File: src/design/pidt_pkg.sv
`default_nettype none

package pidt_pkg;

   // Number format and storage widths
   localparam int DATA_WIDTH      = 32;
   localparam int FRAC_BITS       = 16;
   localparam int INTEGRAL_WIDTH  = 48;
   localparam int TOL_WIDTH       = 31;
   localparam int TIME_WIDTH      = 32;
   localparam int MS_PER_S        = 1000;
   localparam int CSR_INDEX_WIDTH = 3;

   // Shared multiply / divide unit sizing
   localparam int A_WIDTH    = INTEGRAL_WIDTH;
   localparam int B_WIDTH    = DATA_WIDTH + 1;
   localparam int PROD_WIDTH = A_WIDTH + B_WIDTH;
   localparam int DIV_WIDTH  = 64;
   localparam int CNT_WIDTH  = $clog2(DIV_WIDTH);

   // Reciprocal of MS_PER_S: ceil(2^RECIP_SHIFT / MS_PER_S), so that
   // floor(x * RECIP_MS_PER_S / 2^RECIP_SHIFT) equals x / MS_PER_S for x below 2^63
   localparam logic [DIV_WIDTH-1:0] RECIP_MS_PER_S = 64'd9444732965739290428;
   localparam int                   RECIP_SHIFT    = 73;

   localparam logic signed [DATA_WIDTH-1:0] OUT_LIMIT_RESET =
      DATA_WIDTH'(255 << FRAC_BITS);

   typedef enum logic [CSR_INDEX_WIDTH-1:0] {
      CSR_GAIN_P,
      CSR_GAIN_I,
      CSR_GAIN_D,
      CSR_TARGET,
      CSR_TOLERANCE,
      CSR_OUT_MIN,
      CSR_OUT_MAX
   } csr_index_type;

   typedef struct packed {
      logic signed [A_WIDTH-1:0] a;
      logic signed [B_WIDTH-1:0] b;
      logic                      shift_en;
      logic                      div_en;
      logic                      recip_en;
      logic [TIME_WIDTH-1:0]     divisor;
      logic                      wide;
   } scale_cmd_type;

   typedef enum logic [2:0] {
      U_IDLE,
      U_MUL,
      U_DIV,
      U_RECIP,
      U_DONE
   } unit_state_type;

   typedef enum logic [3:0] {
      ST_IDLE,
      ST_ERR,
      ST_FIRST,
      ST_INC,
      ST_INTEG,
      ST_DER,
      ST_PTERM,
      ST_ITERM,
      ST_DTERM,
      ST_SUM,
      ST_OUT
   } state_type;

   // Clamp a wide sum to [lo, hi]; below lo wins over above hi
   function automatic logic signed [DATA_WIDTH-1:0] clamp_out(
      input logic signed [DATA_WIDTH+1:0] v,
      input logic signed [DATA_WIDTH-1:0] lo,
      input logic signed [DATA_WIDTH-1:0] hi);
      logic signed [DATA_WIDTH+1:0] lo_x;
      logic signed [DATA_WIDTH+1:0] hi_x;
      logic signed [DATA_WIDTH-1:0] r;
      lo_x = (DATA_WIDTH+2)'(lo);
      hi_x = (DATA_WIDTH+2)'(hi);
      if (v < lo_x) begin
         r = lo;
      end else if (v > hi_x) begin
         r = hi;
      end else begin
         r = v[DATA_WIDTH-1:0];
      end
      return r;
   endfunction

endpackage

`default_nettype wire

File: src/design/pidt_req_if.sv
`default_nettype none

interface pidt_req_if import pidt_pkg::*; ();
   logic                         valid;
   logic                         ready;
   logic                         req_type;
   logic signed [DATA_WIDTH-1:0] measured_value;
   logic [TIME_WIDTH-1:0]        time_ms;

   modport source (output valid, output req_type, output measured_value, output time_ms,
                   input ready);
   modport sink (input valid, input req_type, input measured_value, input time_ms,
                 output ready);
endinterface

`default_nettype wire

File: src/design/pidt_rsp_if.sv
`default_nettype none

interface pidt_rsp_if import pidt_pkg::*; ();
   logic                         valid;
   logic                         ready;
   logic signed [DATA_WIDTH-1:0] drive;
   logic                         at_setpoint;
   logic                         repeated;

   modport source (output valid, output drive, output at_setpoint, output repeated,
                   input ready);
   modport sink (input valid, input drive, input at_setpoint, input repeated,
                 output ready);
endinterface

`default_nettype wire

File: src/design/pid_controller_timed.sv
// Steps: a full control sample runs a divide and a reciprocal multiply on the shared unit,
// and three multiplies; a first sample runs a single multiply; a restart or a zero-elapsed
// sample uses the unit not at all.
// Throughput: one word at a time; the next word is taken once the result is taken.
// Reset (synchronous, active high): limits to +/-255.0, gains, target and tolerance
// to zero, integral, history and held output cleared, first sample pending.
`default_nettype none

module pid_controller_timed import pidt_pkg::*; (
   input  logic                       clock,
   input  logic                       reset,
   pidt_req_if.sink                   req_ch,
   pidt_rsp_if.source                 rsp_ch,
   input  logic                       csr_write_en,
   input  logic [CSR_INDEX_WIDTH-1:0] csr_index,
   input  logic [DATA_WIDTH-1:0]      csr_wdata
);

   state_type state_ff, state_in;

   // Configuration
   logic signed [DATA_WIDTH-1:0]     gain_p_ff, gain_i_ff, gain_d_ff, target_ff;
   logic [TOL_WIDTH-1:0]             tolerance_ff;
   logic signed [DATA_WIDTH-1:0]     out_min_ff, out_max_ff;

   // Controller state
   logic signed [INTEGRAL_WIDTH-1:0] integral_ff;
   logic signed [DATA_WIDTH-1:0]     prev_err_ff;
   logic [TIME_WIDTH-1:0]            last_time_ff;
   logic signed [DATA_WIDTH-1:0]     held_ff;
   logic                             first_ff;

   // Per-sample working registers
   logic                             type_ff;
   logic signed [DATA_WIDTH-1:0]     meas_ff;
   logic [TIME_WIDTH-1:0]            time_ff;
   logic signed [DATA_WIDTH-1:0]     err_ff;
   logic                             at_ff;
   logic                             rep_ff;
   logic [TIME_WIDTH-1:0]            ms_ff;
   logic signed [INTEGRAL_WIDTH-1:0] inc_ff;
   logic signed [DATA_WIDTH-1:0]     deriv_ff, p_ff, i_ff, d_ff;

   logic signed [DATA_WIDTH:0]       raw;
   logic [DATA_WIDTH:0]              raw_abs;
   logic signed [DATA_WIDTH-1:0]     err_sat;
   logic [TIME_WIDTH-1:0]            ms_now;
   logic signed [DATA_WIDTH:0]       diff;
   logic signed [INTEGRAL_WIDTH:0]   int_sum;
   logic signed [INTEGRAL_WIDTH-1:0] int_sat;
   logic signed [DATA_WIDTH+1:0]     pid_sum;
   logic signed [DATA_WIDTH+1:0]     first_term;

   logic                             accept;
   logic                             u_start;
   logic                             u_done;
   scale_cmd_type                    u_cmd;
   logic signed [A_WIDTH-1:0]        u_result;

   pidt_scale u_scale (
      .clock  (clock),
      .reset  (reset),
      .start  (u_start),
      .cmd    (u_cmd),
      .done   (u_done),
      .result (u_result)
   );

   // Error, tolerance check, elapsed time and saturating sums
   always_comb begin
      raw     = (DATA_WIDTH+1)'(target_ff) - (DATA_WIDTH+1)'(meas_ff);
      raw_abs = raw[DATA_WIDTH] ? (DATA_WIDTH+1)'(-raw) : (DATA_WIDTH+1)'(raw);
      if (raw[DATA_WIDTH] != raw[DATA_WIDTH-1]) begin
         err_sat = raw[DATA_WIDTH] ? {1'b1, {(DATA_WIDTH-1){1'b0}}}
                                   : {1'b0, {(DATA_WIDTH-1){1'b1}}};
      end else begin
         err_sat = raw[DATA_WIDTH-1:0];
      end
      ms_now  = time_ff - last_time_ff;
      diff    = (DATA_WIDTH+1)'(err_ff) - (DATA_WIDTH+1)'(prev_err_ff);
      int_sum = (INTEGRAL_WIDTH+1)'(integral_ff) + (INTEGRAL_WIDTH+1)'(inc_ff);
      if (int_sum[INTEGRAL_WIDTH] != int_sum[INTEGRAL_WIDTH-1]) begin
         int_sat = int_sum[INTEGRAL_WIDTH] ? {1'b1, {(INTEGRAL_WIDTH-1){1'b0}}}
                                           : {1'b0, {(INTEGRAL_WIDTH-1){1'b1}}};
      end else begin
         int_sat = int_sum[INTEGRAL_WIDTH-1:0];
      end
      pid_sum    = (DATA_WIDTH+2)'(p_ff) + (DATA_WIDTH+2)'(i_ff) + (DATA_WIDTH+2)'(d_ff);
      first_term = (DATA_WIDTH+2)'($signed(u_result[DATA_WIDTH-1:0]));
   end

   // Next state
   always_comb begin
      state_in = state_ff;
      case (state_ff)
         ST_IDLE: begin
            if (req_ch.valid) state_in = ST_ERR;
         end
         ST_ERR: begin
            if (type_ff) begin
               state_in = ST_OUT;
            end else if (first_ff) begin
               state_in = ST_FIRST;
            end else if (ms_now == '0) begin
               state_in = ST_OUT;
            end else begin
               state_in = ST_INC;
            end
         end
         ST_FIRST: begin
            if (u_done) state_in = ST_OUT;
         end
         ST_INC: begin
            if (u_done) state_in = ST_INTEG;
         end
         ST_INTEG: state_in = ST_DER;
         ST_DER: begin
            if (u_done) state_in = ST_PTERM;
         end
         ST_PTERM: begin
            if (u_done) state_in = ST_ITERM;
         end
         ST_ITERM: begin
            if (u_done) state_in = ST_DTERM;
         end
         ST_DTERM: begin
            if (u_done) state_in = ST_SUM;
         end
         ST_SUM: state_in = ST_OUT;
         ST_OUT: begin
            if (rsp_ch.ready) state_in = ST_IDLE;
         end
         default: state_in = ST_IDLE;
      endcase
   end

   // Outputs: handshakes and the shared unit's command
   always_comb begin
      req_ch.ready       = (state_ff == ST_IDLE);
      rsp_ch.valid       = (state_ff == ST_OUT);
      rsp_ch.drive       = held_ff;
      rsp_ch.at_setpoint = at_ff;
      rsp_ch.repeated    = rep_ff;
      accept             = req_ch.valid && (state_ff == ST_IDLE);

      u_start        = 1'b0;
      u_cmd.a        = A_WIDTH'(err_ff);
      u_cmd.b        = B_WIDTH'(gain_p_ff);
      u_cmd.shift_en = 1'b1;
      u_cmd.div_en   = 1'b0;
      u_cmd.recip_en = 1'b0;
      u_cmd.divisor  = ms_ff;
      u_cmd.wide     = 1'b0;
      case (state_ff)
         ST_FIRST, ST_PTERM: begin
            u_start = 1'b1;
         end
         ST_INC: begin
            u_start        = 1'b1;
            u_cmd.b        = B_WIDTH'(ms_ff);
            u_cmd.shift_en = 1'b0;
            u_cmd.recip_en = 1'b1;
            u_cmd.wide     = 1'b1;
         end
         ST_DER: begin
            u_start        = 1'b1;
            u_cmd.a        = A_WIDTH'(diff);
            u_cmd.b        = B_WIDTH'(MS_PER_S);
            u_cmd.shift_en = 1'b0;
            u_cmd.div_en   = 1'b1;
         end
         ST_ITERM: begin
            u_start = 1'b1;
            u_cmd.a = integral_ff;
            u_cmd.b = B_WIDTH'(gain_i_ff);
         end
         ST_DTERM: begin
            u_start = 1'b1;
            u_cmd.a = A_WIDTH'(deriv_ff);
            u_cmd.b = B_WIDTH'(gain_d_ff);
         end
         default: begin
         end
      endcase
   end

   always_ff @(posedge clock) begin
      if (reset) begin
         state_ff <= ST_IDLE;
      end else begin
         state_ff <= state_in;
      end
   end

   // Configuration writes and controller state updates
   always_ff @(posedge clock) begin
      if (reset) begin
         gain_p_ff    <= '0;
         gain_i_ff    <= '0;
         gain_d_ff    <= '0;
         target_ff    <= '0;
         tolerance_ff <= '0;
         out_min_ff   <= -OUT_LIMIT_RESET;
         out_max_ff   <= OUT_LIMIT_RESET;
         integral_ff  <= '0;
         prev_err_ff  <= '0;
         last_time_ff <= '0;
         held_ff      <= '0;
         first_ff     <= 1'b1;
      end else begin
         if (csr_write_en) begin
            case (csr_index)
               CSR_GAIN_P: gain_p_ff <= csr_wdata;
               CSR_GAIN_I: gain_i_ff <= csr_wdata;
               CSR_GAIN_D: gain_d_ff <= csr_wdata;
               CSR_TARGET: begin
                  target_ff   <= csr_wdata;
                  integral_ff <= '0;
                  first_ff    <= 1'b1;
               end
               CSR_TOLERANCE: tolerance_ff <= csr_wdata[TOL_WIDTH-1:0];
               CSR_OUT_MIN: begin
                  out_min_ff <= csr_wdata;
                  held_ff    <= clamp_out((DATA_WIDTH+2)'(held_ff), csr_wdata, out_max_ff);
               end
               CSR_OUT_MAX: begin
                  out_max_ff <= csr_wdata;
                  held_ff    <= clamp_out((DATA_WIDTH+2)'(held_ff), out_min_ff, csr_wdata);
               end
               default: begin
               end
            endcase
         end
         case (state_ff)
            ST_ERR: begin
               if (type_ff) begin
                  integral_ff <= '0;
                  prev_err_ff <= '0;
                  held_ff     <= '0;
                  first_ff    <= 1'b1;
               end
            end
            ST_FIRST: begin
               if (u_done) begin
                  held_ff      <= clamp_out(first_term, out_min_ff, out_max_ff);
                  prev_err_ff  <= err_ff;
                  last_time_ff <= time_ff;
                  first_ff     <= 1'b0;
               end
            end
            ST_INTEG: integral_ff <= int_sat;
            ST_SUM: begin
               held_ff      <= clamp_out(pid_sum, out_min_ff, out_max_ff);
               prev_err_ff  <= err_ff;
               last_time_ff <= time_ff;
            end
            default: begin
            end
         endcase
      end
   end

   // Capture the word and the intermediate terms
   always_ff @(posedge clock) begin
      case (state_ff)
         ST_IDLE: begin
            if (accept) begin
               type_ff <= req_ch.req_type;
               meas_ff <= req_ch.measured_value;
               time_ff <= req_ch.time_ms;
            end
         end
         ST_ERR: begin
            err_ff <= err_sat;
            at_ff  <= raw_abs <= (DATA_WIDTH+1)'(tolerance_ff);
            ms_ff  <= ms_now;
            rep_ff <= !type_ff && !first_ff && (ms_now == '0);
         end
         ST_INC: begin
            if (u_done) inc_ff <= u_result;
         end
         ST_DER: begin
            if (u_done) deriv_ff <= u_result[DATA_WIDTH-1:0];
         end
         ST_PTERM: begin
            if (u_done) p_ff <= u_result[DATA_WIDTH-1:0];
         end
         ST_ITERM: begin
            if (u_done) i_ff <= u_result[DATA_WIDTH-1:0];
         end
         ST_DTERM: begin
            if (u_done) d_ff <= u_result[DATA_WIDTH-1:0];
         end
         default: begin
         end
      endcase
   end

   // A taken word blocks the input until its result is delivered
   assert property (@(posedge clock) disable iff (reset)
      (req_ch.valid && req_ch.ready) |=> !req_ch.ready)
      else $error("input taken again while a word is in work");

   // The shared unit finishes only while a step still waits on it
   assert property (@(posedge clock) disable iff (reset)
      u_done |-> u_start)
      else $error("unit result with no step waiting");

   // A computed output stays within ordered limits
   assert property (@(posedge clock) disable iff (reset)
      ($rose(rsp_ch.valid) && !type_ff && (out_min_ff <= out_max_ff))
         |-> (held_ff >= out_min_ff && held_ff <= out_max_ff))
      else $error("held output outside limits");

endmodule

`default_nettype wire

File: src/design/pidt_scale.sv
`default_nettype none

// Shift-add multiply, then an optional restoring divide or a shift-add multiply
// by the reciprocal of MS_PER_S, then saturate:
// result = sat(trunc(a * b [>> FRAC_BITS] [/ divisor | / MS_PER_S]))
module pidt_scale import pidt_pkg::*; (
   input  logic                      clock,
   input  logic                      reset,
   input  logic                      start,
   input  scale_cmd_type             cmd,
   output logic                      done,
   output logic signed [A_WIDTH-1:0] result
);

   unit_state_type          state_ff, state_in;
   logic                    neg_ff;
   logic [A_WIDTH-1:0]      amag_ff;
   logic [B_WIDTH-1:0]      bmag_ff;
   logic [PROD_WIDTH-1:0]   prod_ff;
   logic [DIV_WIDTH-1:0]    quo_ff;
   logic [TIME_WIDTH-1:0]   rem_ff;
   logic [DIV_WIDTH-1:0]    recip_ff;
   logic [CNT_WIDTH-1:0]    cnt_ff;
   logic                    shift_en_ff;
   logic                    div_en_ff;
   logic                    recip_en_ff;
   logic                    wide_ff;
   logic [TIME_WIDTH-1:0]   divisor_ff;

   logic [A_WIDTH:0]        upper;
   logic [PROD_WIDTH-1:0]   prod_in;
   logic [TIME_WIDTH:0]     trial;
   logic [TIME_WIDTH:0]     trial_diff;
   logic                    fits;
   logic [DIV_WIDTH:0]      recip_sum;
   logic [PROD_WIDTH-1:0]   mag_sel;
   logic [PROD_WIDTH-1:0]   lim;
   logic [PROD_WIDTH-1:0]   capped;
   logic [PROD_WIDTH-1:0]   signed_res;

   // One multiplier bit and one quotient bit per cycle
   always_comb begin
      upper      = {1'b0, prod_ff[PROD_WIDTH-1:B_WIDTH]}
                   + (bmag_ff[0] ? {1'b0, amag_ff} : {(A_WIDTH+1){1'b0}});
      prod_in    = {upper, prod_ff[B_WIDTH-1:1]};
      trial      = {rem_ff, quo_ff[DIV_WIDTH-1]};
      fits       = trial >= {1'b0, divisor_ff};
      trial_diff = trial - {1'b0, divisor_ff};
      // Reciprocal step: add the product if this reciprocal bit is set, then shift right by one bit
      recip_sum  = {1'b0, recip_ff}
                   + (RECIP_MS_PER_S[cnt_ff] ? {1'b0, quo_ff} : {(DIV_WIDTH+1){1'b0}});
   end

   // Next state
   always_comb begin
      state_in = state_ff;
      case (state_ff)
         U_IDLE: begin
            if (start) state_in = U_MUL;
         end
         U_MUL: begin
            if (cnt_ff == CNT_WIDTH'(B_WIDTH - 1)) begin
               state_in = div_en_ff ? U_DIV : (recip_en_ff ? U_RECIP : U_DONE);
            end
         end
         U_DIV: begin
            if (cnt_ff == CNT_WIDTH'(DIV_WIDTH - 1)) state_in = U_DONE;
         end
         U_RECIP: begin
            if (cnt_ff == CNT_WIDTH'(DIV_WIDTH - 1)) state_in = U_DONE;
         end
         U_DONE: state_in = U_IDLE;
         default: state_in = U_IDLE;
      endcase
   end

   // Outputs: saturate the magnitude, then apply the sign
   always_comb begin
      done = (state_ff == U_DONE);
      if (recip_en_ff) begin
         mag_sel = PROD_WIDTH'(recip_ff >> (RECIP_SHIFT - DIV_WIDTH));
      end else if (div_en_ff) begin
         mag_sel = PROD_WIDTH'(quo_ff);
      end else if (shift_en_ff) begin
         mag_sel = prod_ff >> FRAC_BITS;
      end else begin
         mag_sel = prod_ff;
      end
      lim = (PROD_WIDTH'(1) << (wide_ff ? INTEGRAL_WIDTH - 1 : DATA_WIDTH - 1))
            - PROD_WIDTH'(1) + PROD_WIDTH'(neg_ff);
      capped     = (mag_sel > lim) ? lim : mag_sel;
      signed_res = neg_ff ? (~capped + PROD_WIDTH'(1)) : capped;
      result     = signed_res[A_WIDTH-1:0];
   end

   always_ff @(posedge clock) begin
      if (reset) begin
         state_ff <= U_IDLE;
      end else begin
         state_ff <= state_in;
      end
   end

   // Operand load, multiply, divide and reciprocal steps
   always_ff @(posedge clock) begin
      case (state_ff)
         U_IDLE: begin
            if (start) begin
               amag_ff     <= cmd.a[A_WIDTH-1] ? A_WIDTH'(-cmd.a) : A_WIDTH'(cmd.a);
               bmag_ff     <= cmd.b[B_WIDTH-1] ? B_WIDTH'(-cmd.b) : B_WIDTH'(cmd.b);
               neg_ff      <= cmd.a[A_WIDTH-1] ^ cmd.b[B_WIDTH-1];
               shift_en_ff <= cmd.shift_en;
               div_en_ff   <= cmd.div_en;
               recip_en_ff <= cmd.recip_en;
               wide_ff     <= cmd.wide;
               divisor_ff  <= cmd.divisor;
               prod_ff     <= '0;
               cnt_ff      <= '0;
            end
         end
         U_MUL: begin
            prod_ff  <= prod_in;
            bmag_ff  <= bmag_ff >> 1;
            quo_ff   <= prod_in[DIV_WIDTH-1:0];
            rem_ff   <= '0;
            recip_ff <= '0;
            cnt_ff   <= (cnt_ff == CNT_WIDTH'(B_WIDTH - 1)) ? '0 : cnt_ff + CNT_WIDTH'(1);
         end
         U_DIV: begin
            quo_ff <= {quo_ff[DIV_WIDTH-2:0], fits};
            rem_ff <= fits ? trial_diff[TIME_WIDTH-1:0] : trial[TIME_WIDTH-1:0];
            cnt_ff <= cnt_ff + CNT_WIDTH'(1);
         end
         U_RECIP: begin
            recip_ff <= recip_sum[DIV_WIDTH:1];
            cnt_ff   <= cnt_ff + CNT_WIDTH'(1);
         end
         default: begin
         end
      endcase
   end

endmodule

`default_nettype wire

File: src/flat_wrapper.sv
// flat-port wrapper written by rule: the top's interface ports become plain ports
module pid_controller_timed_flat import pidt_pkg::*;
  (clock, reset, csr_write_en, csr_index, csr_wdata, req_ch_valid, req_ch_req_type, req_ch_measured_value, req_ch_time_ms, req_ch_ready, rsp_ch_valid, rsp_ch_drive, rsp_ch_at_setpoint, rsp_ch_repeated, rsp_ch_ready);
  pidt_req_if req_ch_i ();
  pidt_rsp_if rsp_ch_i ();
  input  logic clock;
  input  logic reset;
  input  logic csr_write_en;
  input  logic [CSR_INDEX_WIDTH-1:0] csr_index;
  input  logic [DATA_WIDTH-1:0] csr_wdata;
  input wire logic [$bits(req_ch_i.valid)-1:0] req_ch_valid;
  input wire logic [$bits(req_ch_i.req_type)-1:0] req_ch_req_type;
  input wire logic [$bits(req_ch_i.measured_value)-1:0] req_ch_measured_value;
  input wire logic [$bits(req_ch_i.time_ms)-1:0] req_ch_time_ms;
  output wire logic [$bits(req_ch_i.ready)-1:0] req_ch_ready;
  output wire logic [$bits(rsp_ch_i.valid)-1:0] rsp_ch_valid;
  output wire logic [$bits(rsp_ch_i.drive)-1:0] rsp_ch_drive;
  output wire logic [$bits(rsp_ch_i.at_setpoint)-1:0] rsp_ch_at_setpoint;
  output wire logic [$bits(rsp_ch_i.repeated)-1:0] rsp_ch_repeated;
  input wire logic [$bits(rsp_ch_i.ready)-1:0] rsp_ch_ready;
  assign req_ch_i.valid = req_ch_valid;
  assign req_ch_i.req_type = req_ch_req_type;
  assign req_ch_i.measured_value = req_ch_measured_value;
  assign req_ch_i.time_ms = req_ch_time_ms;
  assign req_ch_ready = req_ch_i.ready;
  assign rsp_ch_valid = rsp_ch_i.valid;
  assign rsp_ch_drive = rsp_ch_i.drive;
  assign rsp_ch_at_setpoint = rsp_ch_i.at_setpoint;
  assign rsp_ch_repeated = rsp_ch_i.repeated;
  assign rsp_ch_i.ready = rsp_ch_ready;
  pid_controller_timed u_core (.clock(clock), .reset(reset), .req_ch(req_ch_i), .rsp_ch(rsp_ch_i), .csr_write_en(csr_write_en), .csr_index(csr_index), .csr_wdata(csr_wdata));
endmodule
File: config.mk
export PLATFORM = sky130hd
export DESIGN_NAME = pid_controller_timed_flat
export DESIGN_NICKNAME = d
export VERILOG_FILES = /design/src/design/pidt_pkg.sv /design/src/design/pidt_req_if.sv /design/src/design/pidt_rsp_if.sv /design/src/design/pid_controller_timed.sv /design/src/design/pidt_scale.sv /design/src/flat_wrapper.sv
export SDC_FILE = /design/constraint.sdc
export NUM_CORES = 2
export LEC_CHECK = 0
export BUFFER_PORTS_ARGS = -buffer_cell sky130_fd_sc_hd__buf_2
export CORE_UTILIZATION = 45
export DETAILED_ROUTE_END_ITERATION = 8
export MAX_ROUTING_LAYER = met4
export RECOVER_POWER = 25
export SLEW_MARGIN = 20
export SYNTH_ARGS = -nofsm -noshare
export SYNTH_HDL_FRONTEND = slang
export SYNTH_SLANG_ARGS = --single-unit
export TNS_END_PERCENT = 10
File: constraint.sdc
create_clock -name clock -period 21.1 [get_ports clock]
set_clock_uncertainty 0.2 [all_clocks]
set_input_delay 3.165 -clock clock [delete_from_list [all_inputs] [get_ports clock]]
set_output_delay 3.165 -clock clock [all_outputs]
set_load 0.01 [all_outputs]
After elaboration in Yosys (flattened, before gate mapping)

Memory sizes are Yosys's and may differ from the RTL's. A register that Yosys moved wholly into a read port is not among the register bits.
Index checks and enable logic that the tools add are counted.

Register bits: 1,046
Bits in read-only memories: 64
Input port bits: 105
Memories kept: 1

$add $sub $neg: 16
$lt $le $gt $ge: 12
Eq/ne operators: 36
Shift operators: 1
Multiplexer cells: 79
Bitwise logic cells: 2
Reductions and logical operators: 38

Memory list:

| memory           | depth | bits a word | rd ports | clocked after memory_dff | write ports | RTL line         | source |
|---|---|---|---|---|---|---|---|
| (name not given) | 64    | 1           | 1        | 1                        | 0           | pidt_scale.sv:51 | `+ (RECIP_MS_PER_S[cnt_ff] ? {1'b0, quo_ff} : {(DIV_WIDTH+1){1'b0}});` |

Operator list:

| kind                                                                  | number |
|---|---|
| 32-bit 2-to-1 mux                                                     | 17 |
| 48-bit 2-to-1 mux                                                     | 8 |
| 81-bit 2-to-1 mux                                                     | 4 |
| 64-bit case mux with 2 select lines                                   | 2 |
| 32-bit case mux with 2 select lines                                   | 3 |
| 32-bit case mux with 3 select lines                                   | 2 |
| 81-bit case mux with 2 select lines                                   | 1 |
| 48-bit case mux with 3 select lines                                   | 1 |
| 33-bit case mux with 4 select lines                                   | 1 |
| 33-bit 2-to-1 mux                                                     | 3 |
| 32-bit greater-than comparator                                        | 3 |
| 32-bit < comparator                                                   | 3 |
| 48-bit case mux with 2 select lines                                   | 1 |
| 81-bit by 1-bit adder with 81-bit output                              | 1 |
| 81-bit greater-than comparator                                        | 1 |
| 1-bit by 6-bit << shifter with 81-bit output (first input constant)   | 1 |
| 81-bit by 1-bit subtractor with 81-bit output (second input constant) | 1 |
| 33-bit negator                                                        | 2 |
| 33-bit case mux with 2 select lines                                   | 1 |
| 32-bit by 32-bit subtractor with 33-bit output                        | 2 |
| 64-bit by 64-bit adder with 65-bit output                             | 1 |
| 64-bit 2-to-1 mux                                                     | 1 |
| 32-bit subtractor                                                     | 2 |
| 48-bit by 48-bit adder with 49-bit output                             | 1 |
| 45 further kinds                                                      | 121 |

Longest topological paths before layout

Word-level depth: 14
Mapped depth: 49

Hierarchy

Synthesis repeated with hierarchy kept, for this count alone.

Cells, all modules: 8,345
Area, all modules: 73,506.7 µm²

Modules (own cells, without submodules):

| module               | times used | cells each | area each (µm²) | seq. area each (µm²) |
|---|---|---|---|---|
| pid_controller_timed | 1          | 5,156      | 44,674.1        | 16,666.0 |
| pidt_scale           | 1          | 3,189      | 28,832.7        | 11,040.6 |

Worst setup path before layout

Ideal clock, no wire load.

Kind: reg2reg
From: register u_core.u_scale.shift_en_ff
To: register u_core.held_ff[15] (netlist: u_core.rsp_ch.drive[15])
Library setup time: 0.134 ns
Data arrival time: 10.084 ns
Slack: 10.682 ns
Stages on the path, launching flop included: 48
Buffers on the path: 11
Cell sequence: edfxtp_1 buf_2 buf_1 buf_2 buf_2 buf_2 buf_2 mux2i_1 nor2_1 a21oi_1 nor2_1 a21oi_1 inv_1 ha_1 nand4_1 nor4_1 nand4_1 a21o_1 (+12 left out) and3_1 nand2_1 nor4bb_1 nor3_1 ha_1 nand4_1 or2_2 nor3_1 nand3_1 o22ai_1 nor4_1 mux2i_1 nor2_1 clkbuf_1 buf_1 a21oi_1 a21oi_1 o22ai_1

Word-level cells in the longest chain between the ends: 13
Elaborated cells on any way between the ends: 14
Those cells by class: 1 x add/sub; 3 x order compare; 9 x mux; 1 x bitwise

RTL lines:

| item                                     | RTL line                    | source |
|---|---|---|
| start, declared                          | pidt_scale.sv:24            | `logic shift_en_ff;` |
| start signal, assigned                   | pidt_scale.sv:112           | `shift_en_ff <= cmd.shift_en;` |
| 81-bit 2-to-1 mux *                      | pidt_scale.sv:84            | `end else if (shift_en_ff) begin` |
| 81-bit 2-to-1 mux *                      | pidt_scale.sv:82            | `end else if (div_en_ff) begin` |
| 81-bit 2-to-1 mux *                      | pidt_scale.sv:80            | `if (recip_en_ff) begin` |
| 81-bit greater-than comparator           | pidt_scale.sv:91            | `capped = (mag_sel > lim) ? lim : mag_sel;` |
| 48-bit 2-to-1 mux *                      | pidt_scale.sv:91            |  |
| 48-bit NOT                               | pidt_scale.sv:92            | `signed_res = neg_ff ? (~capped + PROD_WIDTH'(1)) : capped;` |
| 48-bit by 1-bit adder with 48-bit output | pidt_scale.sv:92            |  |
| 48-bit 2-to-1 mux *                      | pidt_scale.sv:92            |  |
| named net u_core.u_result[28]            | pid_controller_timed.sv:58  | `logic signed [A_WIDTH-1:0] u_result;` |
| 32-bit greater-than comparator           | pidt_pkg.sv:83              | `end else if (v > hi_x) begin` |
| 32-bit 2-to-1 mux                        | pidt_pkg.sv:83              |  |
| 32-bit 2-to-1 mux *                      | pidt_pkg.sv:81              | `if (v < lo_x) begin` |
| 32-bit 2-to-1 mux *                      | pid_controller_timed.sv:244 | `if (u_done) begin` |
| 32-bit case mux with 3 select lines *    | pid_controller_timed.sv:234 | `case (state_ff)` |
| end signal, assigned                     | pid_controller_timed.sv:228 | `held_ff <= clamp_out((DATA_WIDTH+2)'(held_ff), out_min_ff, csr_wdata);` |
| end signal, assigned                     | pid_controller_timed.sv:245 | `held_ff <= clamp_out(first_term, out_min_ff, out_max_ff);` |
| end signal, assigned                     | pid_controller_timed.sv:253 | `held_ff <= clamp_out(pid_sum, out_min_ff, out_max_ff);` |
| end, declared                            | pid_controller_timed.sv:30  | `logic signed [DATA_WIDTH-1:0] held_ff;` |

The timed path passes the listed nets; every way through them passes the cells marked *.
A chain may end at the register's enable or synchronous reset.

Worst setup path after layout

From: register u_core.u_scale.wide_ff
To: register u_core.held_ff[11] (netlist: u_core.rsp_ch.drive[11])

Word-level cells in the longest chain between the ends: 14
Elaborated cells on any way between the ends: 16
Those cells by class: 3 x add/sub; 3 x order compare; 1 x shift; 8 x mux; 1 x bitwise

RTL lines:

| item                                          | RTL line                    | source |
|---|---|---|
| start, declared                               | pidt_scale.sv:27            | `logic wide_ff;` |
| start signal, assigned                        | pidt_scale.sv:115           | `wide_ff <= cmd.wide;` |
| 6-bit 2-to-1 mux                              | pidt_scale.sv:89            | `lim = (PROD_WIDTH'(1) << (wide_ff ? INTEGRAL_WIDTH - 1 : DATA_WIDTH - 1))` |
| 1-bit by 6-bit << shifter with 81-bit output  | pidt_scale.sv:89            |  |
| 81-bit by 1-bit subtractor with 81-bit output | pidt_scale.sv:90            | `- PROD_WIDTH'(1) + PROD_WIDTH'(neg_ff);` |
| 81-bit by 1-bit adder with 81-bit output      | pidt_scale.sv:90            |  |
| 81-bit greater-than comparator                | pidt_scale.sv:91            |  |
| 48-bit 2-to-1 mux *                           | pidt_scale.sv:91            |  |
| 48-bit NOT                                    | pidt_scale.sv:92            |  |
| 48-bit by 1-bit adder with 48-bit output      | pidt_scale.sv:92            |  |
| 48-bit 2-to-1 mux *                           | pidt_scale.sv:92            |  |
| named net u_core.u_result[0]                  | pid_controller_timed.sv:58  |  |
| 32-bit greater-than comparator                | pidt_pkg.sv:83              |  |
| 32-bit 2-to-1 mux                             | pidt_pkg.sv:83              |  |
| 32-bit 2-to-1 mux *                           | pidt_pkg.sv:81              |  |
| 32-bit 2-to-1 mux *                           | pid_controller_timed.sv:244 |  |
| 32-bit case mux with 3 select lines *         | pid_controller_timed.sv:234 |  |

Marks and branches as above.

==> metrics.txt <==
Final Max Slew Viols 618; Worst Path Arrival 12.32 ns; Placer Congestion 0.9851; post-CTS setup buffers 0; register area 0.02768 sq mm; Clk pin slew, worst setup/hold paths 0.06 ns; CP startpoint kind register; Die W 404.6 microns; first-pass GRT wire length 370000 microns; final count of hold timing violations 0; crit-path max cell delay 0.85 ns; failing checks capacitance limit, slew limit; Leak Pwr 31.43 nW; Synth cell types 101; Mapped Cells 8393; Post-synth EDFFs 671; synth top area cells edfxtp_1 28%, ha_1 11%, dfxtp_1 10%, a21oi_1 6.2%, nand2_1 5.8%; switching part of the total power 44.51%; leading area contributor after synthesis edfxtp_1; Finish-stage setup viols 0; internal power 6.343 mW; Starting Density 45.36%; PwrDens 142.7 mW/mm^2; count of boundary I/O pins 141; Syn. warnings 0; combinational power share 50.5%; first-pass iteration count of the detailed router 5; antenna violations before repair 14; FMAX 84.30 MHz; VDD IR max 0.00008312 V; number of synthesized register bits 1047; Hold WC Path Type register to register; RSZ-0062 raised after global routing no; sequential share of the synthesized area 37.95%; HPWL after detailed placement 186900 microns; cell row count 147; layout cells sized above 1 6.881%; slowest CP cell clkinv_1; # Max-Cap Violations 13; via count 63830; Critical Path RT 21.56 ns; number of remaining DRC errors 0; Total Wirelength 249900 microns; die area 0.1637 sq mm; Clock Tree Root clkbuf_16; share of the synthesized area in the top cell type 27.63%; setup_tns 0 ns; Clock Latency Late Sink 0.80 ns; DRT iter0 DRCs 6707; area delta synth->final 9.844%; CP endpoint kind register; Seq pwr share 29.8%; vias in the first global route 58050; Slew @ Worst Pin 4.571 ns; Fill cells 15430; wire length per cell 23.48 microns; pin count of the biggest net entering global routing 112; Worst Setup Path Type register to register; Hold Buf Count CTS 0; clock buffer depth 3; ys flop type edfxtp_1; Placement Cell Area 0.07589 sq mm; Period minus WS final 11.86 ns; Avg Inst Size Synth 8.688 sq um; top cells by count, synth 1132 x nand2_1, 909 x a21oi_1, 702 x nor2_1, 671 x edfxtp_1, 636 x ha_1; H-tree depth 3; most numerous cell in the Yosys netlist nand2_1; core outline area 0.1608 sq mm; Clock power frac 19.7%; status complete, but fails checks; NumNets Final 9148; CP most frequent cell buf_4; port bufs 140; Sink Count 1047; Post-CTS Resized 0; GRT Total Usage 30.55%; total CTS buffers 120; Remaining Overflow, GRT 0; maximum fanout along the worst path 87; post-synthesis cell area 0.07292 sq mm; syn_nets 9174; via-per-instance ratio 5.999; Rel. slew slack -204.7%; Synth async-reset ratio 0%; Final Instance Area 0.08010 sq mm; number of routed nets with antenna violations 0; Die Y 404.6 microns; Final Cycle Share 56.22%; P_sw 5.089 mW; multi-input logic area 0.04236 sq mm; CTS tree built
## through the flow
step                      util [%]  total power, mW  hold slack [ns]  cells  worst slack (ns)
final                        49.83            11.43           0.2502  10640             9.237
after global placement       47.21            9.028           0.2340  10410             9.630
after detailed placement     47.21            9.083           0.2399  10410             9.300
after global routing         49.82            12.13           0.2643  10640             8.475
after CTS                    49.86            11.37           0.2523  10630             9.296
after floorplan                  -            7.244           0.2208   8393             10.68
## area by class of cell
cell class	instances	area share [%]
well taps	2160	3.374
repair buffers	259	1.942
flip-flops and latches	1047	34.55
clock inverters	68	1.068
inverters	405	1.898
diodes	8	0.02499
multi-input cells	6534	52.89
clock buffers	160	4.253
## registers in the layout, summed over array words and instances (netlist names), 33 cells and up, named ones only
signal	flops
u_core.inc_ff	48
u_core.integral_ff	48
u_core.u_scale.amag_ff	48
u_core.u_scale.bmag_ff	33
u_core.u_scale.prod_ff	81
u_core.u_scale.quo_ff	64
u_core.u_scale.recip_ff	64
## cells by family after synthesis
kind of cell | Yosys count | synth area share (%)
and+or+nand+nor | 2854 | 18.07
AOI/OAI and AO/OA | 2400 | 20.02
DFF | 1047 | 37.95
buffers and inverters | 812 | 4.226
adders and majority gates | 703 | 12.38
xor gates and xnor gates | 376 | 4.516
muxes | 200 | 2.824
other | 1 | 0.005143
## per-layer routing
layer  vias up  GRT usage, %  share of wire (%)
met5         -             -                  0
met4         0         10.27                3.9
met3       375         4.386                7.9
met2      2634         44.16                 42
met1     30580         43.52                 46
li1      30240             -                  -
## critical path: cells and delay by family (launching register included)
kind            cells  cell delay (ns)
compound gates     10             2.38
fa+ha+maj           3             1.13
flops               1             0.33
mux                 3             0.86
simple gates       14             3.89
buf+inv             7             2.91
## placed cells by master (no fill, tap or decap), types with 29 or more instances in the layout
cell type / synthesis / final
a21oi_1: 909 / 907
a31oi_1: 66 / 65
buf_2: 12 / 138
a211o_1: 29 / 29
o22ai_1: 36 / 36
o211ai_1: 56 / 56
mux2i_1: 163 / 163
nor2_1: 702 / 695
a21o_1: 188 / 188
o21ai_0: 598 / 594
nand2_1: 1132 / 1128
ha_1: 636 / 636
xor2_1: 163 / 161
edfxtp_1: 671 / 671
nor2b_1: 78 / 77
nor4_1: 48 / 48
dfxtp_1: 376 / 376
and2_1: 191 / 188
or3_1: 39 / 39
inv_1: 401 / 401
nor3_1: 132 / 132
nand2b_1: 73 / 70
nand3_1: 159 / 158
and3_1: 57 / 54
o31ai_1: 39 / 37
fa_1: 40 / 40
a211oi_1: 84 / 83
nand4_1: 90 / 90
o21bai_1: 39 / 39
buf_4: 1 / 102
clkbuf_16: 0 / 123
clkbuf_1: 354 / 35
xnor2_1: 213 / 213
mux2_2: 36 / 36
o21a_1: 67 / 66
or2_2: 33 / 32
## final timing paths
kind              slack (ns)  cells after the start                       to                   start
setup / recovery        9.24                     37  u_core.rsp_ch.drive[11]  u_core.u_scale.wide_ff
hold / removal          0.25                      2    u_core.prev_err_ff[4]   u_core.prev_err_ff[4]
setup reg to reg        9.24                     37  u_core.rsp_ch.drive[11]  u_core.u_scale.wide_ff
hold reg to reg         0.25                      2    u_core.prev_err_ff[4]   u_core.prev_err_ff[4]
## power by group through the flow
stage / clock network [mW] / registers, mW / logic (mW)
2_1_floorplan: 0 / 3.19 / 4.05
3_3_place_gp: 0 / 3.42 / 5.61
3_5_place_dp: 0 / 3.41 / 5.67
4_1_cts: 2.29 / 3.38 / 5.70
5_1_grt: 2.36 / 3.43 / 6.34
6_report: 2.25 / 3.41 / 5.78
Power figures use the tool's default switching activity.
